<file path="config.mk">
export PLATFORM = sky130hd
export DESIGN_NAME = shortcode_glyph_substituter
export DESIGN_NICKNAME = d
export VERILOG_FILES = /design/src/rtl/core/scgs_pkg.sv /design/src/rtl/core/scgs_front.sv /design/src/rtl/core/scgs_queue.sv /design/src/rtl/core/scgs_back.sv /design/src/rtl/core/shortcode_glyph_substituter.sv
export SDC_FILE = /design/constraint.sdc
export NUM_CORES = 1
export LEC_CHECK = 0
export ABC_AREA = 1
export BUFFER_PORTS_ARGS = -buffer_cell sky130_fd_sc_hd__clkbuf_2
export CAP_MARGIN = 20
export CORE_MARGIN = 5
export CORE_UTILIZATION = 45
export CTS_CLUSTER_DIAMETER = 100
export DETAILED_ROUTE_END_ITERATION = 8
export PLACE_DENSITY_LB_ADDON = 0.12
export SLEW_MARGIN = 40
export SYNTH_ARGS = -nofsm -noshare
export SYNTH_HDL_FRONTEND = slang
export SYNTH_SLANG_ARGS = --single-unit
</file>
<file path="constraint.sdc">
create_clock -name clk -period 8.4 [get_ports clk]
set_input_delay 1.68 -clock clk [delete_from_list [all_inputs] [get_ports clk]]
set_output_delay 1.68 -clock clk [all_outputs]
set_load 0.005 [all_outputs]
</file>
<file path="src/rtl/core/scgs_pkg.sv">
// Shared types and constants for the shortcode glyph substituter.
// Holds the shortcode table, default sizes and the queue item type.
// No dependencies.
`timescale 1ns / 1ps

package scgs_pkg;

  localparam int CODE_TABLE_SIZE  = 8;
  localparam int CODE_TABLE_WIDTH = 9;
  localparam int DEF_MAX_CODE_LEN = 9;
  localparam int DEF_NUM_CODES    = 8;
  localparam int QUEUE_DEPTH      = 2;

  localparam logic [7:0] COLON = 8'h3A;

  // Shortcode spellings, in priority order, padded with zero bytes.
  localparam logic [7:0] CODE_TEXT [CODE_TABLE_SIZE][CODE_TABLE_WIDTH] = '{
    '{":", "h", "e", "a", "r", "t", ":", 8'h00, 8'h00},
    '{":", "s", "m", "i", "l", "e", ":", 8'h00, 8'h00},
    '{":", "s", "m", "i", "l", "e", "b", ":", 8'h00},
    '{":", "s", "p", "a", "r", "k", "l", "e", ":"},
    '{":", "d", "i", "a", "m", "o", "n", "d", ":"},
    '{":", "n", "o", "t", "e", ":", 8'h00, 8'h00, 8'h00},
    '{":", "n", "o", "t", "e", "s", ":", 8'h00, 8'h00},
    '{":", "s", "t", "a", "r", ":", 8'h00, 8'h00, 8'h00}
  };

  localparam int CODE_LEN [CODE_TABLE_SIZE] = '{7, 7, 8, 9, 9, 6, 7, 6};

  localparam logic [7:0] CODE_GLYPH [CODE_TABLE_SIZE] = '{
    8'h03, 8'h01, 8'h02, 8'h0F, 8'h04, 8'h0D, 8'h0E, 8'h07
  };

  // One accepted character on its way from the front to the scanner.
  typedef struct packed {
    logic [7:0] data;
    logic       last;
    logic       colon;
  } scgs_item_t;

endpackage

</file>
<file path="src/rtl/core/scgs_front.sv">
// Input side of the substituter: takes transfers and tags colon bytes.
// Depends on scgs_pkg for the item type and the colon code.
`timescale 1ns / 1ps

module scgs_front (
  input  logic              in_valid,
  output logic              in_ready,
  input  logic [7:0]        in_byte,
  input  logic              in_last,
  input  logic              q_full,
  output logic              push,
  output scgs_pkg::scgs_item_t push_item
);
  import scgs_pkg::*;

  assign in_ready = !q_full;
  assign push     = in_valid && !q_full;

  always_comb begin
    push_item.data  = in_byte;
    push_item.last  = in_last;
    push_item.colon = (in_byte == COLON);
  end

endmodule

</file>
<file path="src/rtl/core/scgs_queue.sv">
// Small FIFO of classified items between the front and the scanner.
// Depends on scgs_pkg for the item type and queue depth.
`timescale 1ns / 1ps

module scgs_queue (
  input  logic              clk,
  input  logic              rst,
  input  logic              push,
  input  scgs_pkg::scgs_item_t push_item,
  output logic              full,
  input  logic              pop,
  output scgs_pkg::scgs_item_t pop_item,
  output logic              empty
);
  import scgs_pkg::*;

  localparam int PW = (QUEUE_DEPTH > 1) ? $clog2(QUEUE_DEPTH) : 1;
  localparam int CW = $clog2(QUEUE_DEPTH + 1);

  scgs_item_t     entries [QUEUE_DEPTH];
  logic [PW-1:0]  wr_ptr;
  logic [PW-1:0]  rd_ptr;
  logic [CW-1:0]  count;

  assign full     = (count == CW'(QUEUE_DEPTH));
  assign empty    = (count == '0);
  assign pop_item = entries[rd_ptr];

  always_ff @(posedge clk) begin
    if (push) begin
      entries[wr_ptr] <= push_item;
    end
  end

  always_ff @(posedge clk) begin
    if (rst) begin
      wr_ptr <= '0;
      rd_ptr <= '0;
      count  <= '0;
    end else begin
      if (push) begin
        wr_ptr <= (wr_ptr == PW'(QUEUE_DEPTH - 1)) ? '0 : wr_ptr + 1'b1;
      end
      if (pop) begin
        rd_ptr <= (rd_ptr == PW'(QUEUE_DEPTH - 1)) ? '0 : rd_ptr + 1'b1;
      end
      case ({push, pop})
        2'b10:   count <= count + 1'b1;
        2'b01:   count <= count - 1'b1;
        default: count <= count;
      endcase
    end
  end

endmodule

</file>
<file path="src/rtl/core/scgs_back.sv">
// Scanner of the substituter: lookahead buffer, code matching and output register.
// Depends on scgs_pkg for the shortcode table and the item type.
`timescale 1ns / 1ps

module scgs_back #(
  parameter int MAX_CODE_LEN = scgs_pkg::DEF_MAX_CODE_LEN,
  parameter int NUM_CODES    = scgs_pkg::DEF_NUM_CODES
) (
  input  logic              clk,
  input  logic              rst,
  input  logic              q_empty,
  input  scgs_pkg::scgs_item_t q_item,
  output logic              q_pop,
  output logic              out_valid,
  input  logic              out_ready,
  output logic [7:0]        out_byte,
  output logic              out_last
);
  import scgs_pkg::*;

  localparam int FW = $clog2(MAX_CODE_LEN + 1);
  localparam int IW = $clog2(MAX_CODE_LEN);

  localparam logic ST_IDLE = 1'b0;
  localparam logic ST_SCAN = 1'b1;

  logic                         state;
  logic [MAX_CODE_LEN-1:0][7:0] lbuf;
  logic [FW-1:0]                fill;
  logic                         cur_last;

  logic [CODE_TABLE_SIZE-1:0][CODE_TABLE_WIDTH-1:0] hit;
  logic [CODE_TABLE_SIZE-1:0]   cand;
  logic [CODE_TABLE_SIZE-1:0]   full;
  logic                         front_colon;

  logic                         dec_wait;
  logic [7:0]                   dec_byte;
  logic [FW-1:0]                dec_amt;
  logic [FW-1:0]                fill_next;

  logic                         out_free;
  logic                         fast;
  logic                         append;
  logic                         scan_emit;
  logic                         load;
  logic [7:0]                   ld_byte;
  logic                         ld_last;

  assign front_colon = (lbuf[0] == COLON);

  // Prefix compare of every usable code against the pending bytes.
  for (genvar i = 0; i < CODE_TABLE_SIZE; i++) begin : g_code
    if ((i < NUM_CODES) && (CODE_LEN[i] <= MAX_CODE_LEN)) begin : g_used
      for (genvar k = 0; k < CODE_TABLE_WIDTH; k++) begin : g_pos
        if (k < CODE_LEN[i]) begin : g_cmp
          assign hit[i][k] = (fill <= FW'(k)) || (lbuf[k] == CODE_TEXT[i][k]);
        end else begin : g_pad
          assign hit[i][k] = 1'b1;
        end
      end
      assign cand[i] = front_colon && (&hit[i]);
      assign full[i] = (fill >= FW'(CODE_LEN[i]));
    end else begin : g_unused
      assign hit[i]  = '1;
      assign cand[i] = 1'b0;
      assign full[i] = 1'b0;
    end
  end

  // First code in table order that either completes or must be waited on.
  always_comb begin
    logic found;
    found    = 1'b0;
    dec_wait = 1'b0;
    dec_byte = lbuf[0];
    dec_amt  = FW'(1);
    for (int i = 0; i < CODE_TABLE_SIZE; i++) begin
      if (!found && cand[i] && (full[i] || !cur_last)) begin
        found = 1'b1;
        if (full[i]) begin
          dec_byte = CODE_GLYPH[i];
          dec_amt  = FW'(CODE_LEN[i]);
        end else begin
          dec_wait = 1'b1;
        end
      end
    end
  end

  assign fill_next = fill - dec_amt;
  assign out_free  = !out_valid || out_ready;

  assign fast      = (state == ST_IDLE) && !q_empty && (fill == '0) && !q_item.colon
                     && out_free;
  assign append    = (state == ST_IDLE) && !q_empty && !fast;
  assign scan_emit = (state == ST_SCAN) && !dec_wait && out_free;
  assign q_pop     = fast || append;
  assign load      = fast || scan_emit;

  always_comb begin
    if (fast) begin
      ld_byte = q_item.data;
      ld_last = q_item.last;
    end else begin
      ld_byte = dec_byte;
      ld_last = cur_last && (fill_next == '0);
    end
  end

  always_ff @(posedge clk) begin
    if (append) begin
      lbuf[fill[IW-1:0]] <= q_item.data;
    end else if (scan_emit) begin
      lbuf <= lbuf >> {dec_amt, 3'b000};
    end
    if (append) begin
      cur_last <= q_item.last;
    end
    if (load) begin
      out_byte <= ld_byte;
      out_last <= ld_last;
    end
  end

  always_ff @(posedge clk) begin
    if (rst) begin
      state     <= ST_IDLE;
      fill      <= '0;
      out_valid <= 1'b0;
    end else begin
      case (state)
        ST_IDLE: begin
          if (append) begin
            fill  <= fill + 1'b1;
            state <= ST_SCAN;
          end
        end
        ST_SCAN: begin
          if (dec_wait) begin
            state <= ST_IDLE;
          end else if (scan_emit) begin
            fill <= fill_next;
            if (fill_next == '0) begin
              state <= ST_IDLE;
            end
          end
        end
        default: state <= ST_IDLE;
      endcase
      if (load) begin
        out_valid <= 1'b1;
      end else if (out_ready) begin
        out_valid <= 1'b0;
      end
    end
  end

  a_fill_bound: assert property (@(posedge clk) disable iff (rst)
    fill <= FW'(MAX_CODE_LEN))
    else $error("lookahead fill exceeded its capacity");

  a_scan_nonempty: assert property (@(posedge clk) disable iff (rst)
    (state == ST_SCAN) |-> (fill != '0))
    else $error("scan running on an empty buffer");

  a_no_wait_at_end: assert property (@(posedge clk) disable iff (rst)
    !((state == ST_SCAN) && cur_last && dec_wait))
    else $error("scanner waits on a string that has ended");

  a_last_empties: assert property (@(posedge clk) disable iff (rst)
    (load && ld_last) |=> (fill == '0))
    else $error("final byte sent with bytes still pending");

endmodule

</file>
<file path="src/rtl/core/shortcode_glyph_substituter.sv">
// Top level of the shortcode glyph substituter.
// Ties together scgs_front, scgs_queue and scgs_back; uses scgs_pkg.
`timescale 1ns / 1ps
//
//  channel | handshake             | payload            | direction
//  --------+-----------------------+--------------------+----------
//  input   | in_valid / in_ready   | in_byte, in_last   | into block
//  output  | out_valid / out_ready | out_byte, out_last | out of block
//
// A transfer on the input lands in a two-entry queue in the following cycle.
// A plain byte with nothing pending and a free output goes straight to the
//   output register; otherwise the scanner appends the byte to the
//   lookahead, then emits each decided byte or glyph or stops to wait on an
//   undecided code, one compare-and-shift step per cycle while the output
//   is free.
// Reset (rst, synchronous) empties the queue, the lookahead and the output.
// A stall on the output holds the scanner; the queue keeps taking input
//   until it fills, then in_ready drops.

module shortcode_glyph_substituter #(
  parameter int MAX_CODE_LEN = scgs_pkg::DEF_MAX_CODE_LEN,
  parameter int NUM_CODES    = scgs_pkg::DEF_NUM_CODES
) (
  input  logic       clk,
  input  logic       rst,
  input  logic       in_valid,
  output logic       in_ready,
  input  logic [7:0] in_byte,
  input  logic       in_last,
  output logic       out_valid,
  input  logic       out_ready,
  output logic [7:0] out_byte,
  output logic       out_last
);
  import scgs_pkg::*;

  logic       push;
  scgs_item_t push_item;
  logic       q_full;
  logic       q_empty;
  logic       q_pop;
  scgs_item_t q_item;

  // Accept and tag input bytes.
  scgs_front u_front (
    .in_valid  (in_valid),
    .in_ready  (in_ready),
    .in_byte   (in_byte),
    .in_last   (in_last),
    .q_full    (q_full),
    .push      (push),
    .push_item (push_item)
  );

  // Decouple input acceptance from scanning.
  scgs_queue u_queue (
    .clk       (clk),
    .rst       (rst),
    .push      (push),
    .push_item (push_item),
    .full      (q_full),
    .pop       (q_pop),
    .pop_item  (q_item),
    .empty     (q_empty)
  );

  // Match shortcodes, emit glyphs or passthrough bytes.
  scgs_back #(
    .MAX_CODE_LEN (MAX_CODE_LEN),
    .NUM_CODES    (NUM_CODES)
  ) u_back (
    .clk       (clk),
    .rst       (rst),
    .q_empty   (q_empty),
    .q_item    (q_item),
    .q_pop     (q_pop),
    .out_valid (out_valid),
    .out_ready (out_ready),
    .out_byte  (out_byte),
    .out_last  (out_last)
  );

endmodule

</file>
==> metrics, run 1 <==
status complete, no violations; share of cells above drive strength 1 0.1297; Adder-Cell Fraction of Synth Area 0.01686; max_cap viols 0; TritonRoute pass-1 iters 6; final worst path period need 4359 ps; Most Crowded Layer GR met2; Setup CP Type flip-flop to flip-flop; Synth Area in XOR/XNOR 0.003689; largest family of logic cells by synthesized area simple AND/OR/NAND/NOR gates; Routed Wire Length 21890 microns; Synth Area in Simple Gates 0.2955; number of buffers inserted by hold repair at cts 0; Die X-Extent 135.8 microns; Max Fclk 229.4 MHz; largest fanout on the critical path 30; met1 usage 0.3429; CP required 8560 ps; Syn Nets 909; CTS tree yes; DP HPWL 16150 microns; Static Leak 3.414 nW; fin nets 934; # diodes 0; # DRC 0; Clock transition at path regs 70 ps; FF+latch count, synth 113; CTS buffer count 17; Die Y 135.8 microns; core region area 15710 sq um; crit path DAT 4520 ps; Hold/Removal Path Class flip-flop to flip-flop; Worst Reg-to-Reg Cells 22; Compound-Gate Fraction of Synth Area 0.1265; Die Area 18450 sq um; Tot Pwr 3.255 mW; commonest cells after routing, fill and taps aside nand2_1, inv_1, edfxtp_1; DR iter-0 viols 706; met3 GRT Util 0.06033; Worst VDD drop 0.0001780 V; Setup crit end kind flip-flop; Post-CTS Setup Bufs 0; Placer Congestion 0.9852; Slew @ Worst Pin 814.8 ps; RSZ-0062 raised after global routing false; detailed-route via count 6427; DRT antenna net count 0; Layout Cells excl Fill 1141; Port Buffers 23; global-route wire length before repair 34180 microns; drt wl/cell 19.18 microns; pin count of the biggest net entering global routing 36; hold path start u_queue.rd_ptr; R2R Setup Slk 4040 ps; H-Tree Depth 4; Hold Crit Depth 1; commonest non-fill, non-tap cell in the layout nand2_1; Slew HR 0.4413; post-synthesis sequential area ratio 0.4609; grt ovf 0; r2r endpoint u_back.out_last; Worst Setup Start Kind flip-flop; power per cell area 403.7 nW/um^2; # resized after CTS 0; origin of the critical flop-to-flop path u_back.fill[1]; vias per cell 5.633; All-Layer GR Usage 0.2497; count of pins over their slew limit 0; Worst Clk Skew 14.57 ps; Root Buffer clkbuf_16; multiplexer area fraction after synthesis 0.01142; vias in the first global route 6069; synthesized area per cell 8.031 sq um; final period utilization 0.5190; final hold violation count 0; Area Growth Syn to Fin 13.21%; Netlist cell types 48; I/O Pins 24; Final Setup Violations 0; Placed Cells 1108; worst skew pair latency 440 ps; cell count after synthesis 887; synthesized area 7123 sq um; met2 global-route usage 0.3880; Rows 46; yosys synthesis warning count 0; Clock Sinks 113; clock buffer depth 2; Starting Density 0.4533; initial antenna violation count 0; TNS Setup 0 ps
-- per-stage QoR --
step / cell area, sq um / setup WS [ps] / util / hold WS (ps)
2_1_floorplan: 7123 / 4665 / - / 425.5
3_5_place_dp: 7455 / 3799 / 0.4744 / 447.5
4_1_cts: 8030 / 3954 / 0.5111 / 453.3
5_1_grt: 8064 / 3691 / 0.5132 / 493.0
3_3_place_gp: 7400 / 3773 / 0.4709 / 443.3
6_report: 8064 / 4041 / 0.5132 / 448.8
-- worst max-delay path, stage by stage, from the launching register on --
cell	delay, ps
dfxtp_1	450
inv_1	150
ha_1	250
inv_1	130
nor2_2	80
a21oi_4	210
nor2_1	110
inv_2	110
nand2_1	60
nor2_1	120
nand4_2	230
inv_2	190
nor2_4	70
nand4_2	170
nand3_2	120
nor2_4	560
ha_1	380
a21oi_1	150
nand2_1	80
xor2_1	170
nand3_1	150
nand4_1	100
o21ai_0	80
-- synth_stat cells, drive strengths merged --
| cell type | number | area share |
|---|---|---|
| inv | 119 | 0.063 |
| o21ai | 109 | 0.078 |
| nand3b | 4 | 0.0060 |
| o211ai | 3 | 0.0032 |
| o31ai | 1 | 0.0011 |
| buf | 17 | 0.019 |
| a41oi | 1 | 0.0012 |
| a32oi | 1 | 0.0012 |
| edfxtp | 102 | 0.43 |
| clkbuf | 4 | 0.0021 |
| ha | 8 | 0.014 |
| a21boi | 1 | 0.0011 |
| nor3 | 13 | 0.0098 |
| mux2i | 7 | 0.0098 |
| nor4 | 2 | 0.0018 |
| a31oi | 1 | 0.00088 |
| mux2 | 1 | 0.0016 |
| nand2 | 217 | 0.12 |
| o41ai | 1 | 0.0012 |
| fa | 1 | 0.0028 |
| clkinv | 1 | 0.00053 |
| o22ai | 18 | 0.016 |
| a22oi | 1 | 0.0011 |
| nor2 | 109 | 0.068 |
| dfxtp | 11 | 0.031 |
| nand3 | 70 | 0.052 |
| a21oi | 24 | 0.021 |
| nand4 | 36 | 0.039 |
| o21bai | 1 | 0.0011 |
| xor2 | 3 | 0.0037 |
-- power by group --
part	total [mW]	switching, mW	internal (mW)
sequential	1.17	0.191	0.975
combinational	1.38	0.970	0.412
clock	0.708	0.294	0.414
-- worst max path at each step --
stage                        start  slack, ps              end  cells after the start
CTS                 u_back.fill[1]       3950  u_back.out_last                     20
floorplan                out_ready       4670  u_back.lbuf[10]                      9
detailed placement       out_ready       3800  u_back.lbuf[13]                      9
finish              u_back.fill[1]       4040  u_back.out_last                     22
global route        u_back.fill[0]       3690  u_back.out_last                     22
global placement         out_ready       3770  u_back.lbuf[55]                     12
-- logic make-up (layout without fill, tap and decap cells) --
group,count (synthesis),after routing
DFF,113,113
adders and majority gates,9,9
buffers and inverters,141,179
AOI/OAI and AO/OA,162,162
muxes,8,8
and+or+nand+nor,451,451
xor gates and xnor gates,3,3
-- cell type report --
type                       count  area [sq um]
clock buffer                  17         425.4
clock inverter                15         150.1
fill                        1538          7649
inverter                     120         452.9
multi-input combinational    633          3316
sequential                   113          3284
tap                          216         270.3
timing repair buffer          27         165.2
-- registers in the layout, summed over array words and instances, names as in the netlist, named ones only --
register and cells:
u_back.out_byte 8, u_back.lbuf 72, u_back.out_valid 1, u_back.out_last 1
u_back.state 1, u_back.cur_last 1, u_back.fill 4, u_queue.entries 20
u_queue.count 2, u_queue.rd_ptr 1, u_queue.wr_ptr 1
-- metal layers --
| metal | part of all wire | vias to the layer above |
|---|---|---|
| li1 | - | 3097 |
| met1 | 0.44 | 3007 |
| met2 | 0.46 | 276 |
| met3 | 0.080 | 47 |
| met4 | 0.026 | 0 |
| met5 | 0 | - |
(Power assumes the default switching activity.)
==> run 2, diff against run 1 <==
==> constraint.sdc (replaced) <==
create_clock -name clk -period 4 [get_ports clk]
set_input_delay 0.8 -clock clk [delete_from_list [all_inputs] [get_ports clk]]
set_output_delay 0.8 -clock clk [all_outputs]
set_load 0.005 [all_outputs]
==> metrics, run 2 (synthesized netlist as in run 1, its figures left out) <==
Clock Sinks 113 (unchanged); PnR worst setup slack 339.4 ps (-3701 ps); Slew @ Worst Pin 672.2 ps (-142.5 ps); Setup Slack @ Placement 260.4 ps (-3539 ps); Tot Pwr 7.013 mW (+120%); fin nets 968 (+3.6%); RSZ-0062 raised after global routing false; vias per cell 5.511 (-2.2%); core region area 15710 sq um (unchanged); Worst Setup Start Kind flip-flop; Worst VDD drop 0.0003917 V (+120%); grt ovf 0 (unchanged); Worst Clk Skew 7.892 ps (-6.673 ps); Area Growth Syn to Fin 16.34%; Root Buffer clkbuf_16; Die Y 135.8 microns (unchanged); Starting Density 0.4533 (unchanged); Placer Congestion 0.9411 (-4.5%); max_cap viols 0 (unchanged); Setup CP Type flip-flop to flip-flop; Largest Register u_back.lbuf; final worst path period need 3661 ps (-698.6 ps); pin count of the biggest net entering global routing 35 (-2.8%); count of pins over their slew limit 0 (unchanged); # DRC 0 (unchanged); I/O Pins 24 (unchanged); initial antenna violation count 0 (unchanged); Setup crit end kind flip-flop; Layout Cells excl Fill 1175 (+3.0%); final hold violation count 0 (unchanged); vias in the first global route 6029 (-0.66%); TNS Setup 0 ps (unchanged); global-route wire length before repair 34570 microns (+1.1%); Max Fclk 273.2 MHz (+19%); Slew HR 0.5508 (+0.1095); Worst Path Buf+Inv 4 (unchanged); crit path cell chain inv_2 -> ha_1 -> inv_1 -> nor2_2 -> a21oi_4 -> nor2_1 -> inv_2 -> nand2_1 -> nor2_1 -> nand4_2 -> nand4_4 -> nand2_4 -> nor2_4 -> ha_1 -> inv_1 -> fa_1 -> xor2_1 -> nor3_1 -> nand4_1 -> o21ai_0; power per cell area 846.3 nW/um^2 (+110%); status complete, no violations; Placed Cells 1140 (+2.9%); # diodes 0 (unchanged); All-Layer GR Usage 0.2530 (+0.003353); CP required 4270 ps (-4290 ps); H-Tree Depth 4 (unchanged); Static Leak 3.549 nW (+4.0%); design area 8287 sq um (+2.8%); commonest non-fill, non-tap cell in the layout nand2_1; Top Registers u_back.lbuf (72), u_queue.entries (20), u_back.out_byte (8); worst skew pair latency 430 ps (about the same); Die X-Extent 135.8 microns (unchanged); critical path's largest stage delay 410 ps (-150 ps); DP HPWL 16650 microns (+3.1%); Routed Wire Length 22280 microns (+1.8%); Rows 46 (unchanged); number of flip-flops in the largest register 72 (unchanged); clock buffer depth 2 (unchanged); CP max stage cell dfxtp_1; Clock transition at path regs 60 ps (about the same); CTS buffer count 17 (unchanged); Die Area 18450 sq um (unchanged); Port Buffers 23 (unchanged); CTS tree yes; detailed-route via count 6475 (+0.75%); crit path DAT 3930 ps (-590 ps); number of buffers inserted by hold repair at cts 0 (unchanged); commonest cells after routing, fill and taps aside nand2_1, inv_1, edfxtp_1; Post-DP Area 7672 sq um (+2.9%); TritonRoute pass-1 iters 7 (+1); Final Setup Violations 0 (unchanged); DR iter-0 viols 719 (+1.8%); Hold/Removal Path Class flip-flop to flip-flop; crit-path leading delay family simple AND/OR/NAND/NOR gates; largest fanout on the critical path 6 (-80%); share of cells above drive strength 1 0.1585 (+0.02877); final period utilization 0.9151 (+0.3962); drt wl/cell 18.96 microns (-1.1%); DRT antenna net count 0 (unchanged)
[run 2: cell types whose count changed in the layout (fill, tap and decap cells not counted), sizes merged]
cell,before,now
clkinvlp,2,4
inv,126,123
bufinv,1,2
buf,4,38
clkinv,6,5
clkbuf,40,41
[run 2: through the flow]
step	hold slack, ps	util
6_report	475.2	0.5274
3_3_place_gp	432.3	0.4857
2_1_floorplan	425.5	-
5_1_grt	514.3	0.5274
4_1_cts	470.0	0.5256
3_5_place_dp	461.6	0.4883
[run 2: layer usage]
layer / up-vias / track usage / part of all wire / routed length (microns)
li1: 3165 / - / - / -
met1: 2989 / 0.3563 / 0.45 / 10120
met2: 263 / 0.3706 / 0.43 / 9605
met3: 58 / 0.05514 / 0.073 / 1636
met4: 0 / 0.1221 / 0.041 / 920
met5: - / 0 / 0 / 0
[run 2: final cells by class]
type                    instances  area, sq um
fillers                      1530         7426
multi-input cells             633         3293
flip-flops and latches        113         3284
inverters                     120        452.9
clock buffers                  18        429.2
repair buffers                 61        400.4
well taps                     216        270.3
clock inverters                14        156.4
[run 2: path summary, 6_finish.rpt]
path                  start               to  slack, ps  cells after the start
max reg2reg  u_back.fill[0]  u_back.out_last        340                     20
max          u_back.fill[0]  u_back.out_last        340                     20
min          u_queue.rd_ptr        flip-flop        480                      1
min reg2reg  u_queue.rd_ptr        flip-flop        480                      1
[run 2: report_power, final]
group,leakage [nW],internal [mW],switching (mW)
Clock,0.274,0.923,0.580
Sequential,1.06,2.04,0.371
Combinational,2.21,1.01,2.09
[run 2: timing repair]
item / 4_1_cts / 5_1_grt
endpoints found under the hold margin: 0 / 0
resized for setup: 0 / 4
setup endpoints to repair: 0 / 3
setup buffers: 0 / 3
==> run 3, diff against run 2 <==
--- a/config.mk
+++ b/config.mk
@@ -13,6 +13,7 @@
 export CTS_CLUSTER_DIAMETER = 100
 export DETAILED_ROUTE_END_ITERATION = 8
 export PLACE_DENSITY_LB_ADDON = 0.12
+export RECOVER_POWER = 25
 export SLEW_MARGIN = 40
 export SYNTH_ARGS = -nofsm -noshare
 export SYNTH_HDL_FRONTEND = slang
==> metrics, run 3 (synthesized netlist as in run 1, its figures left out) <==
power per cell area 847.6 nW/um^2 (+0.15%); vias in the first global route 6029 (unchanged); DP HPWL 16650 microns (unchanged); Worst VDD drop 0.0003901 V (-0.39%); status complete, no violations; DRT antenna net count 0 (unchanged); DR iter-0 viols 775 (+7.8%); I/O Pins 24 (unchanged); crit-path leading delay family simple AND/OR/NAND/NOR gates; TritonRoute pass-1 iters 7 (unchanged); Sw Pwr 3.039 mW (about the same); Routed Wire Length 22310 microns (+0.14%); Clk pwr share 0.215 (about the same); crit path cell chain inv_2 -> ha_1 -> inv_1 -> nor2_2 -> a21oi_4 -> nor2_1 -> inv_2 -> nand2_1 -> nor2_1 -> nand4_2 -> nand4_4 -> nand2_4 -> nor2_4 -> ha_1 -> inv_1 -> fa_1 -> xor2_1 -> nor3_1 -> nand4_1 -> o21ai_0; global-route wire length before repair 34570 microns (unchanged); Top Registers u_back.lbuf (72), u_queue.entries (20), u_back.out_byte (8); Slew @ Worst Pin 1033 ps (+361.1 ps); Hold/Removal Path Class flip-flop to flip-flop; critical path's largest stage delay 410 ps (about the same); crit path DAT 3940 ps (about the same); largest fanout on the critical path 6 (unchanged); share of cells above drive strength 1 0.1397 (-0.01877); # diodes 0 (unchanged); fin nets 968 (unchanged); Rows 46 (unchanged); Port Buffers 23 (unchanged); final period utilization 0.9169 (+0.001782); detailed-route via count 6439 (-0.56%); final hold violation count 0 (unchanged); Setup CP Type flip-flop to flip-flop; clock buffer depth 2 (unchanged); # DRC 0 (unchanged); part of the power in registers 0.345 (about the same); Largest Register u_back.lbuf; TNS Setup 0 ps (unchanged); Setup crit end kind flip-flop; CP required 4270 ps (about the same); number of flip-flops in the largest register 72 (unchanged); Final Setup Violations 0 (unchanged); core region area 15710 sq um (unchanged); Starting Density 0.4533 (unchanged); initial antenna violation count 0 (unchanged); commonest cells after routing, fill and taps aside nand2_1, inv_1, edfxtp_1; Die X-Extent 135.8 microns (unchanged); Die Y 135.8 microns (unchanged); final hold slack 476.7 ps (+1.450 ps); Slew HR 0.3111 (-0.2397); final worst path period need 3668 ps (+7.129 ps); CP max stage cell dfxtp_1; Die Area 18450 sq um (unchanged); combinational group share of total power 0.440 (-0.002); max_cap viols 0 (unchanged); grt ovf 0 (unchanged); Max Fclk 272.6 MHz (-0.19%); vias per cell 5.480 (-0.56%); number of buffers inserted by hold repair at cts 0 (unchanged); H-Tree Depth 4 (unchanged); Int Pwr 3.958 mW (-0.35%); CTS tree yes; Static Leak 3.503 nW (-1.3%); RSZ-0062 raised after global routing false; pin count of the biggest net entering global routing 35 (unchanged); worst skew pair latency 430 ps (about the same); Clock Sinks 113 (unchanged); Worst Setup Start Kind flip-flop; switch share 0.4344 (+0.0006708); CTS buffer count 17 (unchanged); drt wl/cell 18.99 microns (+0.14%); Clock transition at path regs 60 ps (about the same); Worst Path Buf+Inv 4 (unchanged); Root Buffer clkbuf_16; All-Layer GR Usage 0.2530 (unchanged); Area Growth Syn to Fin 15.90%; count of pins over their slew limit 0 (unchanged); commonest non-fill, non-tap cell in the layout nand2_1; Worst Clk Skew 12.78 ps (+4.884 ps); Placer Congestion 0.9411 (unchanged)
[run 3: worst paths after layout]
kind | cells after the start | startpoint | to | slack, ps
min | 1 | u_queue.rd_ptr | u_queue.rd_ptr | 480
max reg2reg | 20 | u_back.fill[0] | u_back.out_last | 330
max | 20 | u_back.fill[0] | u_back.out_last | 330
min reg2reg | 1 | u_queue.rd_ptr | u_queue.rd_ptr | 480
[run 3: final cells by class]
cell class	count	area (sq um)
Tap cell	216	270.3
Clock buffer	18	429.2
Timing Repair Buffer	61	379.1
Inverter	120	452.9
Multi-Input combinational cell	633	3283
Sequential cell	113	3284
Clock inverter	14	156.4
Fill cell	1541	7457
[run 3: what timing repair did]
action,4_1_cts,5_1_grt
gates resized for setup,0,4
buffers inserted,0,3
endpoints found under the setup margin,0,3
[run 3: routing by layer]
| metal | global-route usage | vias up | routed length [microns] |
|---|---|---|---|
| met3 | 0.05514 | 58 | 1865 |
| met1 | 0.3563 | 2951 | 9883 |
| met2 | 0.3706 | 271 | 9642 |
| li1 | - | 3159 | - |
| met5 | 0 | - | 0 |
| met4 | 0.1221 | 0 | 922 |
[run 3: worst reg2reg max path, delay by kind of cell (launching register included)]
| family | cells | cell delay, ps |
|---|---|---|
| AO/OA/AOI/OAI | 2 | 360 |
| XOR/XNOR | 1 | 190 |
| adder cells (fa/ha/maj) | 3 | 790 |
| buffers and inverters | 4 | 390 |
| flip-flops | 1 | 410 |
| AND/OR/NAND/NOR | 10 | 1390 |
[run 3: metrics by stage]
| step | util | power, mW | worst slack [ps] | instance area, sq um | cells |
|---|---|---|---|---|---|
| CTS | 0.5256 | 6.976 | 244.7 | 8258 | 1172 |
| floorplan | - | 4.340 | 435.9 | 7123 | 887 |
| finish | 0.5254 | 6.997 | 332.3 | 8255 | 1175 |
| global placement | 0.4857 | 5.438 | 365.6 | 7632 | 1140 |
| detailed placement | 0.4883 | 5.454 | 260.4 | 7672 | 1140 |
| global route | 0.5254 | 7.481 | 16.66 | 8255 | 1175 |
[run 3: power groups by stage]
stage	sequential, mW	combinational, mW	clock [mW]
CTS	2.39	3.06	1.52
global route	2.46	3.44	1.58
finish	2.41	3.08	1.51
floorplan	2.28	2.06	0
global placement	2.40	3.03	0
detailed placement	2.41	3.04	0
